### src/rtl/ccmi_pkg.sv
`default_nettype none

package ccmi_pkg;

   // Default widths of the counts and of the fixed-point fraction.
   localparam int COUNT_BITS_DEFAULT    = 20;
   localparam int FRACTION_BITS_DEFAULT = 30;

   // Fixed widths of the result, the running sums and the reciprocal of the total.
   localparam int RESULT_BITS = 32;
   localparam int SUM_BITS    = 40;
   localparam int RECIP_BITS  = 32;

   // Configuration port geometry.
   localparam int CSR_ADDR_BITS = 3;
   localparam int CSR_DATA_BITS = 32;

   // Natural logarithm of two with 30 fraction bits, rounded to nearest.
   localparam logic [29:0] LN2_Q30 = 30'd744261118;

   // Register indexes, taken from paddr[2].
   typedef enum logic [0:0] {
      CASE_TOTAL_REG    = 1'b0,
      CONTROL_TOTAL_REG = 1'b1
   } csr_index_type;

endpackage

`default_nettype wire

### src/rtl/ccmi_req_if.sv
`default_nettype none

interface ccmi_req_if #(
   parameter int COUNT_BITS = ccmi_pkg::COUNT_BITS_DEFAULT
);
   logic                  valid;
   logic                  ready;
   logic [COUNT_BITS-1:0] case_count;
   logic [COUNT_BITS-1:0] control_count;
   logic                  last_cell;

   modport source (output valid, output case_count, output control_count,
                   output last_cell, input ready);
   modport sink   (input valid, input case_count, input control_count,
                   input last_cell, output ready);
endinterface

`default_nettype wire

### src/rtl/ccmi_rsp_if.sv
`default_nettype none

interface ccmi_rsp_if;
   logic                                    valid;
   logic                                    ready;
   logic signed [ccmi_pkg::RESULT_BITS-1:0] mutual_information;

   modport source (output valid, output mutual_information, input ready);
   modport sink   (input valid, input mutual_information, output ready);
endinterface

`default_nettype wire

### src/rtl/ccmi_mul.sv
`default_nettype none

// Shared multiplier with a registered product.
module ccmi_mul #(
   parameter int A_BITS = 32,
   parameter int B_BITS = 32
) (
   input  wire logic                     clock,
   input  wire logic [A_BITS-1:0]        op_a,
   input  wire logic [B_BITS-1:0]        op_b,
   output logic      [A_BITS+B_BITS-1:0] prod_ff
);

   logic [A_BITS+B_BITS-1:0] prod_in;

   assign prod_in = (A_BITS + B_BITS)'(op_a) * (A_BITS + B_BITS)'(op_b);

   always_ff @(posedge clock) begin
      prod_ff <= prod_in;
   end

endmodule

`default_nettype wire

### src/rtl/ccmi_csr.sv
`default_nettype none

// Configuration registers behind an APB-style port.
module ccmi_csr #(
   parameter int COUNT_BITS = ccmi_pkg::COUNT_BITS_DEFAULT
) (
   input  wire logic                               clock,
   input  wire logic                               reset,
   input  wire logic                               psel,
   input  wire logic                               penable,
   input  wire logic                               pwrite,
   input  wire logic [ccmi_pkg::CSR_ADDR_BITS-1:0] paddr,
   input  wire logic [ccmi_pkg::CSR_DATA_BITS-1:0] pwdata,
   output logic      [ccmi_pkg::CSR_DATA_BITS-1:0] prdata,
   output logic                                    pready,
   output logic      [COUNT_BITS-1:0]              case_total,
   output logic      [COUNT_BITS-1:0]              control_total,
   output logic                                    cfg_write
);

   logic [COUNT_BITS-1:0]   case_total_ff, case_total_in;
   logic [COUNT_BITS-1:0]   control_total_ff, control_total_in;
   ccmi_pkg::csr_index_type index;

   assign index     = ccmi_pkg::csr_index_type'(paddr[2]);
   assign pready    = 1'b1;
   assign cfg_write = psel && penable && pwrite;

   always_comb begin
      case_total_in    = case_total_ff;
      control_total_in = control_total_ff;
      if (cfg_write) begin
         unique case (index)
            ccmi_pkg::CASE_TOTAL_REG:    case_total_in    = pwdata[COUNT_BITS-1:0];
            ccmi_pkg::CONTROL_TOTAL_REG: control_total_in = pwdata[COUNT_BITS-1:0];
            default: ;
         endcase
      end
   end

   always_comb begin
      unique case (index)
         ccmi_pkg::CASE_TOTAL_REG:
            prdata = ccmi_pkg::CSR_DATA_BITS'(case_total_ff);
         ccmi_pkg::CONTROL_TOTAL_REG:
            prdata = ccmi_pkg::CSR_DATA_BITS'(control_total_ff);
         default:
            prdata = '0;
      endcase
   end

   always_ff @(posedge clock) begin
      if (reset) begin
         case_total_ff    <= COUNT_BITS'(1);
         control_total_ff <= COUNT_BITS'(1);
      end else begin
         case_total_ff    <= case_total_in;
         control_total_ff <= control_total_in;
      end
   end

   assign case_total    = case_total_ff;
   assign control_total = control_total_ff;

endmodule

`default_nettype wire

### src/rtl/ccmi_engine.sv
`default_nettype none

// Sequencer and datapath around the shared multiplier.
module ccmi_engine #(
   parameter int COUNT_BITS    = ccmi_pkg::COUNT_BITS_DEFAULT,
   parameter int FRACTION_BITS = ccmi_pkg::FRACTION_BITS_DEFAULT
) (
   input  wire logic                  clock,
   input  wire logic                  reset,
   input  wire logic [COUNT_BITS-1:0] case_total,
   input  wire logic [COUNT_BITS-1:0] control_total,
   input  wire logic                  cfg_write,
   ccmi_req_if.sink                   req,
   ccmi_rsp_if.source                 rsp
);

   localparam int CB   = COUNT_BITS;
   localparam int FB   = FRACTION_BITS;
   localparam int TB   = CB + 1;
   localparam int EB   = $clog2(TB + 1);
   localparam int PB   = FB + 1;
   localparam int KB   = $clog2(FB + 1);
   localparam int LB   = FB + 5;
   localparam int RB   = ccmi_pkg::RECIP_BITS;
   localparam int AW   = (CB > PB) ? CB : PB;
   localparam int PW   = AW + RB;
   localparam int SW   = 2 * FB + 2;
   localparam int TW   = FB + 2;
   localparam int QB   = $clog2(FB);
   localparam int DB   = $clog2(RB);
   localparam int NB   = ccmi_pkg::SUM_BITS;
   localparam int OB   = ccmi_pkg::RESULT_BITS;
   localparam int XB   = NB + 2;
   localparam logic [PB-1:0]   ONE    = PB'(1) << FB;
   localparam logic [2*FB:0]   HALF_W = (2 * FB + 1)'(1) << (FB - 1);
   localparam logic [SW:0]     HALF_S = (SW + 1)'(1) << (FB - 1);
   localparam logic [FB-1:0]   LN2F   = FB'((64'(ccmi_pkg::LN2_Q30)
                                        + ((64'd1 << (30 - FB)) >> 1)) >> (30 - FB));

   typedef enum logic [19:0] {
      S_IDLE   = 20'h00001,
      S_DSTART = 20'h00002,
      S_LEN    = 20'h00004,
      S_DIV    = 20'h00008,
      S_MULA   = 20'h00010,
      S_PROBA  = 20'h00020,
      S_MULB   = 20'h00040,
      S_PROBB  = 20'h00080,
      S_TERM   = 20'h00100,
      S_NORM   = 20'h00200,
      S_SQMUL  = 20'h00400,
      S_SQUPD  = 20'h00800,
      S_LMB    = 20'h01000,
      S_LMA    = 20'h02000,
      S_LADD   = 20'h04000,
      S_PMH    = 20'h08000,
      S_PML    = 20'h10000,
      S_PADD   = 20'h20000,
      S_ACC    = 20'h40000,
      S_OUT    = 20'h80000
   } state_type;

   state_type              state_ff, state_in;
   logic                   derive_ff, derive_in;
   logic [CB-1:0]          cc_ff, cc_in, nc_ff, nc_in;
   logic                   last_ff, last_in;
   logic [TB-1:0]          len_ff, len_in;
   logic [EB-1:0]          e_ff, e_in;
   logic [TB-1:0]          rem_ff, rem_in;
   logic [DB-1:0]          dcnt_ff, dcnt_in;
   logic [RB-1:0]          recip_ff, recip_in;
   logic [PB-1:0]          pc_ff, pc_in, pn_ff, pn_in, ps_ff, ps_in, p_ff, p_in;
   logic [1:0]             term_ff, term_in;
   logic [PB-1:0]          m_ff, m_in;
   logic [KB-1:0]          k_ff, k_in;
   logic [FB-1:0]          frac_ff, frac_in;
   logic [QB-1:0]          sqcnt_ff, sqcnt_in;
   logic [FB-1:0]          lacc_ff, lacc_in;
   logic [LB-1:0]          l_ff, l_in;
   logic [SW-1:0]          acc_ff, acc_in;
   logic signed [TW-1:0]   t_ff, t_in;
   logic signed [NB-1:0]   joint_ff, joint_in, marg_ff, marg_in;
   logic signed [OB-1:0]   label_ff, label_in;
   logic                   rsp_valid_ff, rsp_valid_in;
   logic signed [OB-1:0]   rsp_data_ff, rsp_data_in;

   logic [AW-1:0]          op_a;
   logic [RB-1:0]          op_b;
   logic [PW-1:0]          prod_ff;

   logic [TB-1:0]          tot;
   logic [CB-1:0]          c_a, c_b, c_sel;
   logic [6:0]             shamt;
   logic [PW-1:0]          pshift;
   logic [PB-1:0]          prob;
   logic [PB:0]            psum_p;
   logic [PB-1:0]          p_sel;
   logic [TB:0]            r2;
   logic                   ge;
   logic [FB+1:0]          sq;
   logic [KB-1:0]          a_val;
   logic [FB-1:0]          b_val;
   logic [2*FB:0]          lround;
   logic [SW:0]            tsum;
   logic signed [NB-1:0]   t_sum;
   logic signed [XB-1:0]   diff;

   function automatic logic signed [NB-1:0] sat_sum(input logic signed [NB:0] v);
      if (v[NB] != v[NB-1]) begin
         sat_sum = v[NB] ? {1'b1, {(NB - 1){1'b0}}} : {1'b0, {(NB - 1){1'b1}}};
      end else begin
         sat_sum = v[NB-1:0];
      end
   endfunction

   function automatic logic signed [OB-1:0] sat_out(input logic signed [XB-1:0] v);
      if (v > $signed(XB'({1'b0, {(OB - 1){1'b1}}}))) begin
         sat_out = {1'b0, {(OB - 1){1'b1}}};
      end else if (v < -$signed(XB'({1'b1, {(OB - 1){1'b0}}}))) begin
         sat_out = {1'b1, {(OB - 1){1'b0}}};
      end else begin
         sat_out = v[OB-1:0];
      end
   endfunction

   ccmi_mul #(.A_BITS(AW), .B_BITS(RB)) u_mul (
      .clock   (clock),
      .op_a    (op_a),
      .op_b    (op_b),
      .prod_ff (prod_ff)
   );

   // Shared datapath terms.
   assign tot    = {1'b0, case_total} + {1'b0, control_total};
   assign c_a    = derive_ff ? case_total : cc_ff;
   assign c_b    = derive_ff ? control_total : nc_ff;
   assign c_sel  = state_ff == S_PROBA ? c_a : c_b;
   assign shamt  = 7'(31 - FB) + 7'(e_ff);
   assign pshift = prod_ff >> shamt;
   assign prob   = (tot == '0) ? '0 :
                   ({1'b0, c_sel} >= tot) ? ONE : pshift[PB-1:0];
   assign psum_p = {1'b0, pc_ff} + {1'b0, prob};
   assign p_sel  = (term_ff == 2'd0) ? pc_ff : (term_ff == 2'd1) ? pn_ff : ps_ff;
   assign r2     = {rem_ff, 1'b1};
   assign ge     = r2 >= {1'b0, tot};
   assign sq     = prod_ff[2*FB+1:FB];
   assign a_val  = k_ff - KB'(frac_ff != '0);
   assign b_val  = -frac_ff;
   assign lround = {1'b0, prod_ff[2*FB-1:0]} + HALF_W;
   assign tsum   = {1'b0, acc_ff} + {1'b0, prod_ff[SW-1:0]} + HALF_S;
   assign t_sum  = {{(NB - TW){t_ff[TW-1]}}, t_ff};
   assign diff   = {{2{joint_ff[NB-1]}}, joint_ff}
                 - {{(XB - OB){label_ff[OB-1]}}, label_ff}
                 - {{2{marg_ff[NB-1]}}, marg_ff};

   always_comb begin
      op_a = '0;
      op_b = '0;
      unique case (state_ff)
         S_MULA:  begin op_a = AW'(c_a);   op_b = recip_ff;        end
         S_MULB:  begin op_a = AW'(c_b);   op_b = recip_ff;        end
         S_SQMUL: begin op_a = AW'(m_ff);  op_b = RB'(m_ff);       end
         S_LMB:   begin op_a = AW'(b_val); op_b = RB'(LN2F);       end
         S_LMA:   begin op_a = AW'(a_val); op_b = RB'(LN2F);       end
         S_PMH:   begin op_a = AW'(p_ff);  op_b = RB'(l_ff[LB-1:FB]); end
         S_PML:   begin op_a = AW'(p_ff);  op_b = RB'(l_ff[FB-1:0]);  end
         default: ;
      endcase
   end

   always_comb begin
      state_in     = state_ff;
      derive_in    = derive_ff;
      cc_in        = cc_ff;
      nc_in        = nc_ff;
      last_in      = last_ff;
      len_in       = len_ff;
      e_in         = e_ff;
      rem_in       = rem_ff;
      dcnt_in      = dcnt_ff;
      recip_in     = recip_ff;
      pc_in        = pc_ff;
      pn_in        = pn_ff;
      ps_in        = ps_ff;
      p_in         = p_ff;
      term_in      = term_ff;
      m_in         = m_ff;
      k_in         = k_ff;
      frac_in      = frac_ff;
      sqcnt_in     = sqcnt_ff;
      lacc_in      = lacc_ff;
      l_in         = l_ff;
      acc_in       = acc_ff;
      t_in         = t_ff;
      joint_in     = joint_ff;
      marg_in      = marg_ff;
      label_in     = label_ff;
      rsp_valid_in = rsp_valid_ff && !rsp.ready;
      rsp_data_in  = rsp_data_ff;

      unique case (state_ff)
         S_IDLE: begin
            if (req.valid) begin
               cc_in     = req.case_count;
               nc_in     = req.control_count;
               last_in   = req.last_cell;
               derive_in = 1'b0;
               state_in  = S_MULA;
            end
         end
         S_DSTART: begin
            if (tot == '0) begin
               recip_in = '0;
               label_in = '0;
               state_in = S_IDLE;
            end else begin
               len_in   = tot;
               e_in     = '0;
               state_in = S_LEN;
            end
         end
         S_LEN: begin
            if (len_ff == '0) begin
               rem_in   = TB'({TB{1'b1}} >> (TB + 1 - int'(e_ff)));
               dcnt_in  = '0;
               state_in = S_DIV;
            end else begin
               len_in = len_ff >> 1;
               e_in   = e_ff + EB'(1);
            end
         end
         S_DIV: begin
            rem_in   = ge ? TB'(r2 - {1'b0, tot}) : r2[TB-1:0];
            recip_in = {recip_ff[RB-2:0], ge};
            dcnt_in  = dcnt_ff + DB'(1);
            if (dcnt_ff == DB'(RB - 1)) begin
               state_in = S_MULA;
            end
         end
         S_MULA: state_in = S_PROBA;
         S_PROBA: begin
            pc_in    = prob;
            state_in = S_MULB;
         end
         S_MULB: state_in = S_PROBB;
         S_PROBB: begin
            pn_in    = prob;
            ps_in    = (psum_p > {1'b0, ONE}) ? ONE : psum_p[PB-1:0];
            term_in  = 2'd0;
            state_in = S_TERM;
         end
         S_TERM: begin
            if (p_sel == '0) begin
               t_in     = '0;
               state_in = S_ACC;
            end else begin
               p_in     = p_sel;
               m_in     = p_sel;
               k_in     = '0;
               state_in = S_NORM;
            end
         end
         S_NORM: begin
            if (m_ff[FB]) begin
               sqcnt_in = '0;
               frac_in  = '0;
               state_in = S_SQMUL;
            end else begin
               m_in = m_ff << 1;
               k_in = k_ff + KB'(1);
            end
         end
         S_SQMUL: state_in = S_SQUPD;
         S_SQUPD: begin
            frac_in = {frac_ff[FB-2:0], sq[FB+1]};
            m_in    = sq[FB+1] ? sq[FB+1:1] : sq[FB:0];
            if (sqcnt_ff == QB'(FB - 1)) begin
               state_in = S_LMB;
            end else begin
               sqcnt_in = sqcnt_ff + QB'(1);
               state_in = S_SQMUL;
            end
         end
         S_LMB: state_in = S_LMA;
         S_LMA: begin
            lacc_in  = lround[2*FB-1:FB];
            state_in = S_LADD;
         end
         S_LADD: begin
            l_in     = LB'(lacc_ff) + prod_ff[LB-1:0];
            state_in = S_PMH;
         end
         S_PMH: state_in = S_PML;
         S_PML: begin
            acc_in   = {prod_ff[FB+1:0], {FB{1'b0}}};
            state_in = S_PADD;
         end
         S_PADD: begin
            t_in     = -$signed({1'b0, tsum[2*FB:FB]});
            state_in = S_ACC;
         end
         S_ACC: begin
            term_in  = term_ff + 2'd1;
            state_in = S_TERM;
            if (derive_ff) begin
               label_in = ((term_ff == 2'd0) ? '0 : label_ff)
                        + {{(OB - TW){t_ff[TW-1]}}, t_ff};
               if (term_ff == 2'd1) begin
                  state_in = S_IDLE;
               end
            end else if (term_ff == 2'd2) begin
               marg_in  = sat_sum({marg_ff[NB-1], marg_ff} + {t_sum[NB-1], t_sum});
               state_in = last_ff ? S_OUT : S_IDLE;
            end else begin
               joint_in = sat_sum({joint_ff[NB-1], joint_ff} + {t_sum[NB-1], t_sum});
            end
         end
         S_OUT: begin
            if (!rsp_valid_ff || rsp.ready) begin
               rsp_data_in  = sat_out(diff);
               rsp_valid_in = 1'b1;
               joint_in     = '0;
               marg_in      = '0;
               state_in     = S_IDLE;
            end
         end
         default: state_in = S_IDLE;
      endcase

      // A register write restarts the derivation from the new totals.
      if (cfg_write) begin
         state_in  = S_DSTART;
         derive_in = 1'b1;
      end
   end

   always_ff @(posedge clock) begin
      if (reset) begin
         state_ff     <= S_DSTART;
         derive_ff    <= 1'b1;
         joint_ff     <= '0;
         marg_ff      <= '0;
         rsp_valid_ff <= 1'b0;
      end else begin
         state_ff     <= state_in;
         derive_ff    <= derive_in;
         joint_ff     <= joint_in;
         marg_ff      <= marg_in;
         rsp_valid_ff <= rsp_valid_in;
      end
   end

   always_ff @(posedge clock) begin
      cc_ff       <= cc_in;
      nc_ff       <= nc_in;
      last_ff     <= last_in;
      len_ff      <= len_in;
      e_ff        <= e_in;
      rem_ff      <= rem_in;
      dcnt_ff     <= dcnt_in;
      recip_ff    <= recip_in;
      pc_ff       <= pc_in;
      pn_ff       <= pn_in;
      ps_ff       <= ps_in;
      p_ff        <= p_in;
      term_ff     <= term_in;
      m_ff        <= m_in;
      k_ff        <= k_in;
      frac_ff     <= frac_in;
      sqcnt_ff    <= sqcnt_in;
      lacc_ff     <= lacc_in;
      l_ff        <= l_in;
      acc_ff      <= acc_in;
      t_ff        <= t_in;
      label_ff    <= label_in;
      rsp_data_ff <= rsp_data_in;
   end

   assign req.ready              = state_ff == S_IDLE;
   assign rsp.valid              = rsp_valid_ff;
   assign rsp.mutual_information = rsp_data_ff;

   // An accepted request always starts with the first probability multiply.
   a_accept_start: assert property (@(posedge clock) disable iff (reset)
      req.valid && req.ready && !cfg_write |=> state_ff == S_MULA)
      else $error("accepted request did not start the sequence");

   // The reciprocal of the total is either zero or normalised to its top bit.
   a_recip_norm: assert property (@(posedge clock) disable iff (reset)
      state_ff == S_IDLE |-> recip_ff[RB-1] || recip_ff == '0)
      else $error("reciprocal of the total is not normalised");

   // Squaring only ever runs on a mantissa in [1, 2).
   a_mant_norm: assert property (@(posedge clock) disable iff (reset)
      state_ff == S_SQMUL |-> m_ff[FB])
      else $error("mantissa not normalised before squaring");

   // No probability exceeds one.
   a_prob_range: assert property (@(posedge clock) disable iff (reset)
      state_ff == S_TERM |-> p_sel <= ONE)
      else $error("probability above one");

   // The label term is a sum of p*ln(p) terms and cannot be positive.
   a_label_sign: assert property (@(posedge clock) disable iff (reset)
      state_ff == S_IDLE |-> label_ff[OB-1] || label_ff == '0)
      else $error("label term out of range");

endmodule

`default_nettype wire

### src/rtl/case_control_mutual_information_core.sv
`default_nettype none

// Case/control mutual information core. Each request carries one cell of a genotype
// contingency table (a case count, a control count and a last-cell flag); the core
// turns both counts and their sum into probabilities against the study total, adds
// p*ln(p) of the two counts into a joint sum and that of their sum into a marginal
// sum, and on the last cell returns joint minus label term minus marginal, in nats,
// as a signed fixed-point value with FRACTION_BITS fraction bits, saturated to 32
// bits. All arithmetic runs on one shared multiplier under a sequencer, so the core
// handles one request at a time and holds ready low while it works. The last cell of
// a table adds an output step. Each of the three probabilities is skipped when it is
// zero; otherwise it is normalised by one shift per leading zero below one, and the
// repeated squaring of the mantissa, one squaring per fraction bit, dominates. A
// finished result waits in an output register, and the core takes the next request
// meanwhile; if the previous result has not yet been taken when a table ends, the
// last cell waits for it. After reset and after every register write the core derives
// the reciprocal of the total (a restoring division of one bit per cycle) and then
// the label term from two logarithms; it accepts no request during that time.
// Registers: case_total at byte address 0, control_total at byte address 4, both
// reset to one.
module case_control_mutual_information_core #(
   parameter int COUNT_BITS    = ccmi_pkg::COUNT_BITS_DEFAULT,
   parameter int FRACTION_BITS = ccmi_pkg::FRACTION_BITS_DEFAULT
) (
   input  wire logic                               clock,
   input  wire logic                               reset,
   ccmi_req_if.sink                                req,
   ccmi_rsp_if.source                              rsp,
   input  wire logic                               psel,
   input  wire logic                               penable,
   input  wire logic                               pwrite,
   input  wire logic [ccmi_pkg::CSR_ADDR_BITS-1:0] paddr,
   input  wire logic [ccmi_pkg::CSR_DATA_BITS-1:0] pwdata,
   output logic      [ccmi_pkg::CSR_DATA_BITS-1:0] prdata,
   output logic                                    pready
);

   logic [COUNT_BITS-1:0] case_total;
   logic [COUNT_BITS-1:0] control_total;
   logic                  cfg_write;

   // Register file; a write strobe also restarts the derivation in the engine.
   ccmi_csr #(.COUNT_BITS(COUNT_BITS)) u_csr (
      .clock         (clock),
      .reset         (reset),
      .psel          (psel),
      .penable       (penable),
      .pwrite        (pwrite),
      .paddr         (paddr),
      .pwdata        (pwdata),
      .prdata        (prdata),
      .pready        (pready),
      .case_total    (case_total),
      .control_total (control_total),
      .cfg_write     (cfg_write)
   );

   // Sequencer, sums and the shared multiplier.
   ccmi_engine #(
      .COUNT_BITS    (COUNT_BITS),
      .FRACTION_BITS (FRACTION_BITS)
   ) u_engine (
      .clock         (clock),
      .reset         (reset),
      .case_total    (case_total),
      .control_total (control_total),
      .cfg_write     (cfg_write),
      .req           (req),
      .rsp           (rsp)
   );

endmodule

`default_nettype wire
### src/flat_wrapper.sv
// flat-port wrapper written by rule: the top's interface ports become plain ports
module case_control_mutual_information_core_flat 
#(
   parameter int COUNT_BITS    = ccmi_pkg::COUNT_BITS_DEFAULT,
   parameter int FRACTION_BITS = ccmi_pkg::FRACTION_BITS_DEFAULT
)
  (clock, reset, psel, penable, pwrite, paddr, pwdata, prdata, pready, req_valid, req_case_count, req_control_count, req_last_cell, req_ready, rsp_valid, rsp_mutual_information, rsp_ready);
  ccmi_req_if #(.COUNT_BITS(COUNT_BITS)) req_i ();
  ccmi_rsp_if rsp_i ();
  input  wire logic clock;
  input  wire logic reset;
  input  wire logic psel;
  input  wire logic penable;
  input  wire logic pwrite;
  input  wire logic [ccmi_pkg::CSR_ADDR_BITS-1:0] paddr;
  input  wire logic [ccmi_pkg::CSR_DATA_BITS-1:0] pwdata;
  output logic      [ccmi_pkg::CSR_DATA_BITS-1:0] prdata;
  output logic pready;
  input wire logic [$bits(req_i.valid)-1:0] req_valid;
  input wire logic [$bits(req_i.case_count)-1:0] req_case_count;
  input wire logic [$bits(req_i.control_count)-1:0] req_control_count;
  input wire logic [$bits(req_i.last_cell)-1:0] req_last_cell;
  output wire logic [$bits(req_i.ready)-1:0] req_ready;
  output wire logic [$bits(rsp_i.valid)-1:0] rsp_valid;
  output wire logic [$bits(rsp_i.mutual_information)-1:0] rsp_mutual_information;
  input wire logic [$bits(rsp_i.ready)-1:0] rsp_ready;
  assign req_i.valid = req_valid;
  assign req_i.case_count = req_case_count;
  assign req_i.control_count = req_control_count;
  assign req_i.last_cell = req_last_cell;
  assign req_ready = req_i.ready;
  assign rsp_valid = rsp_i.valid;
  assign rsp_mutual_information = rsp_i.mutual_information;
  assign rsp_i.ready = rsp_ready;
  case_control_mutual_information_core #(.COUNT_BITS(COUNT_BITS), .FRACTION_BITS(FRACTION_BITS)) u_core (.clock(clock), .reset(reset), .req(req_i), .rsp(rsp_i), .psel(psel), .penable(penable), .pwrite(pwrite), .paddr(paddr), .pwdata(pwdata), .prdata(prdata), .pready(pready));
endmodule
### config.mk
export PLATFORM = sky130hd
export DESIGN_NAME = case_control_mutual_information_core_flat
export DESIGN_NICKNAME = d
export VERILOG_FILES = /design/src/rtl/ccmi_pkg.sv /design/src/rtl/ccmi_req_if.sv /design/src/rtl/ccmi_rsp_if.sv /design/src/rtl/ccmi_mul.sv /design/src/rtl/ccmi_csr.sv /design/src/rtl/ccmi_engine.sv /design/src/rtl/case_control_mutual_information_core.sv /design/src/flat_wrapper.sv
export SDC_FILE = /design/constraint.sdc
export NUM_CORES = 2
export LEC_CHECK = 0
export ABC_CLOCK_PERIOD_IN_PS = 11050
export BUFFER_PORTS_ARGS = -buffer_cell sky130_fd_sc_hd__buf_2
export CELL_PAD_IN_SITES_DETAIL_PLACEMENT = 1
export CELL_PAD_IN_SITES_GLOBAL_PLACEMENT = 1
export CORE_UTILIZATION = 52
export DETAILED_ROUTE_END_ITERATION = 16
export PLACE_DENSITY = 0.91
export SYNTH_ARGS = -nofsm -noshare
export SYNTH_HDL_FRONTEND = slang
export SYNTH_HIERARCHICAL = 1
export SYNTH_SLANG_ARGS = --single-unit
export TNS_END_PERCENT = 50
### constraint.sdc
create_clock -name clock -period 11.05 [get_ports clock]
set_input_delay 2.21 -clock clock [delete_from_list [all_inputs] [get_ports clock]]
set_output_delay 2.21 -clock clock [all_outputs]
set_load 0.1 [all_outputs]
==> results.json <==
{
  "synth-warning-count": 6,
  "clock_path_buffers": 3,
  "max_freq_mhz": 91.4,
  "dieArea_sq_um": 160000,
  "yosysSeqAreaShare_pct": 23.7,
  "postPlaceCellArea_sq_um": 85200,
  "fp.dieH_um": 400,
  "place_inst": 10800,
  "syn-cell-area_sq_um": 82400,
  "ant_nets": 0,
  "crit_path_max_incr_delay_ps": 610,
  "finalSetupViolations": 0,
  "maxCapViolations": 0,
  "initial_core_util_pct": 52.6,
  "cts_max_level": 3,
  "ios": 150,
  "finClkSkew_ps": 90.4,
  "antenna_found_initial": 13,
  "dr.first_iter.drc_count": 6831,
  "final_cell_area_sq_um": 88100,
  "die_width_um": 400,
  "irDropWorstVdd_mv": 0.115,
  "via_count": 70300,
  "critPathCaptureType": "flop",
  "grt_max_degree": 75,
  "port_buffers": 122,
  "path_max_fanout": 32,
  "critPathArrivalTime_ps": 11520,
  "grt_pass1_vias": 76800,
  "routedWlPerCell_um": 27.2,
  "routed_via_density": 6.42,
  "cp_slowest_cell": "fa_2",
  "cts_hold_buf": 0,
  "core_sq_um": 157000,
  "root_buffer": "clkbuf_16",
  "cts.sinks": 719,
  "grt_usage_pct": 36.8,
  "rows": 145,
  "drive_gt1_share_pct": 7.28,
  "maxSlewHeadroom_pct": 18.9,
  "final_common_cell": "inv_1",
  "cts-buffers-inserted": 79,
  "hold_class": "reg2reg",
  "crit_type": "reg2reg",
  "synth-edff-count": 514,
  "crit_top_cell": "fa_1",
  "drt_pass1_iterations": 8,
  "layout_common_cells": "inv_1, nand2_1, fa_1, and2_1, nor2_1",
  "worstPathRequired_ps": 11620,
  "p_total_uw": 6840,
  "status": "completed",
  "async_flop_share_pct": 0,
  "place_hpwl_mm": 231,
  "grt_overflow": 0,
  "p_leak_uw": 0.0396,
  "path_clk_slew_ps": 60,
  "maxSlewViolCount": 0,
  "finalNonFillerCells": 11000,
  "period_share_pct": 99.1,
  "grt_pass1_wl_mm": 450,
  "synth_cell_types": 112,
  "area_delta_synth_final_pct": 6.86,
  "wl_mm": 298,
  "clkLatencyLatePin_ps": 720,
  "tightest_slew_ps": 1210,
  "start_kind": "flop",
  "place.gp.congestion": 0.976,
  "synth-seq-cells": 719,
  "cts_tree": "yes",
  "synth_cells": 8917,
  "avgSynthCellArea_sq_um": 9.24,
  "final.min_clock_period_ps": 10950,
  "powerDensity_nw_per_um2": 77.6,
  "fin_nets": 10400,
  "synth-main-ff-cell": "edfxtp_1",
  "hold_violations": 0,
  "drc": 0,
  "final_util_pct": 56.2
}
-- sequential cells by signal (all words and copies together), names as in the netlist, 32 cells and up --
signal	count
u_core/u_engine/u_mul/prod_ff	63
u_core/u_engine/joint_ff	40
u_core/u_engine/marg_ff	40
u_core/u_engine/l_ff	35
u_core/u_engine/label_ff	32
u_core/u_engine/recip_ff	32
u_core/u_engine/rsp.mutual_information	32
u_core/u_engine/t_ff	32
-- synth_stat cells (187+ instances only) --
| cell | count | area (sq um) |
|---|---|---|
| a21o_1 | 187 | 1400 |
| and2_1 | 649 | 4060 |
| clkbuf_1 | 404 | 1520 |
| fa_1 | 914 | 18300 |
| inv_1 | 1050 | 3940 |
| ha_1 | 573 | 7170 |
| edfxtp_1 | 514 | 15400 |
| nor2_1 | 570 | 2140 |
| a21oi_1 | 440 | 2200 |
| xnor2_1 | 222 | 1940 |
| mux2i_1 | 189 | 1890 |
| nand2_1 | 992 | 3720 |
| o21ai_0 | 368 | 1840 |
| dfxtp_1 | 205 | 4100 |
-- report_power, final --
group          switching, uW  internal (uW)
Clock                   1240           1600
Combinational            687            342
Sequential              29.8           2940
Total                   1950           4880
-- layer usage --
layer | wire length, um | share of wire [%] | GRT usage [%] | vias to the layer above
li1 | - | - | - | 29700
met1 | 110000 | 37 | 43.8 | 35600
met2 | 144000 | 48 | 62.0 | 3777
met3 | 25100 | 8.4 | 6.77 | 1243
met4 | 19100 | 6.4 | 21.9 | 8
met5 | 49 | 0.016 | 0 | -
-- layout make-up --
| type | instances | area, sq um |
|---|---|---|
| inverter | 1052 | 3950 |
| fill | 17800 | 68700 |
| clock buffer | 109 | 2240 |
| tap | 2058 | 2570 |
| timing repair buffer | 281 | 1850 |
| antenna | 4 | 10.0 |
| sequential | 719 | 19500 |
| clock inverter | 38 | 475 |
| multi-input combinational | 6691 | 57400 |
-- kinds of logic (layout without fill, tap and decap cells) --
logic type | count (synthesis) | count (layout) | share of synthesized area, %
mux | 287 | 287 | 4.35
xor+xnor | 370 | 370 | 3.95
buf+inv | 1518 | 1480 | 7.10
fa+ha+maj | 1487 | 1487 | 30.9
other cells | 2 | 17 | 0.00911
compound gates | 1564 | 1564 | 12.2
flops | 719 | 719 | 23.7
simple gates | 2970 | 2970 | 17.8
-- metrics by stage --
step,hold WS [ps],TNS (ps),setup slack [ps]
global route,517,-534,-94.6
finish,485,0,103
floorplan,412,0,1070
global placement,462,0,372
CTS,490,0,1.08
detailed placement,478,-681,-159
-- critical path: cells and delay by family, from the launching register on --
kind                       cells  cell delay [ps]
buffers and inverters          5              400
AOI/OAI and AO/OA              7             1690
adders and majority gates     11             4850
DFF                            1              470
and+or+nand+nor               10             3000
xor gates and xnor gates       2              360
-- timing repair --
action | 4_1_cts | 5_1_grt
pin swaps | 0 | 7
setup buffers | 2 | 4
gates resized for setup | 5 | 25
hold endpoints to repair | 0 | 0
endpoints found under the setup margin | 18 | 24
-- final timing paths --
path / from / endpoint / slack (ps) / cells past startpoint
max: u_core/u_engine/frac_ff[3] / u_core/u_engine/u_mul/prod_ff[60] / 100 / 35
min: u_core/u_engine/marg_ff[20] / u_core/u_engine/marg_ff[20] / 480 / 2
max reg2reg: u_core/u_engine/frac_ff[3] / u_core/u_engine/u_mul/prod_ff[60] / 100 / 35
min reg2reg: u_core/u_engine/marg_ff[20] / u_core/u_engine/marg_ff[20] / 480 / 2
Note: power is estimated with default switching activity, not from simulation.
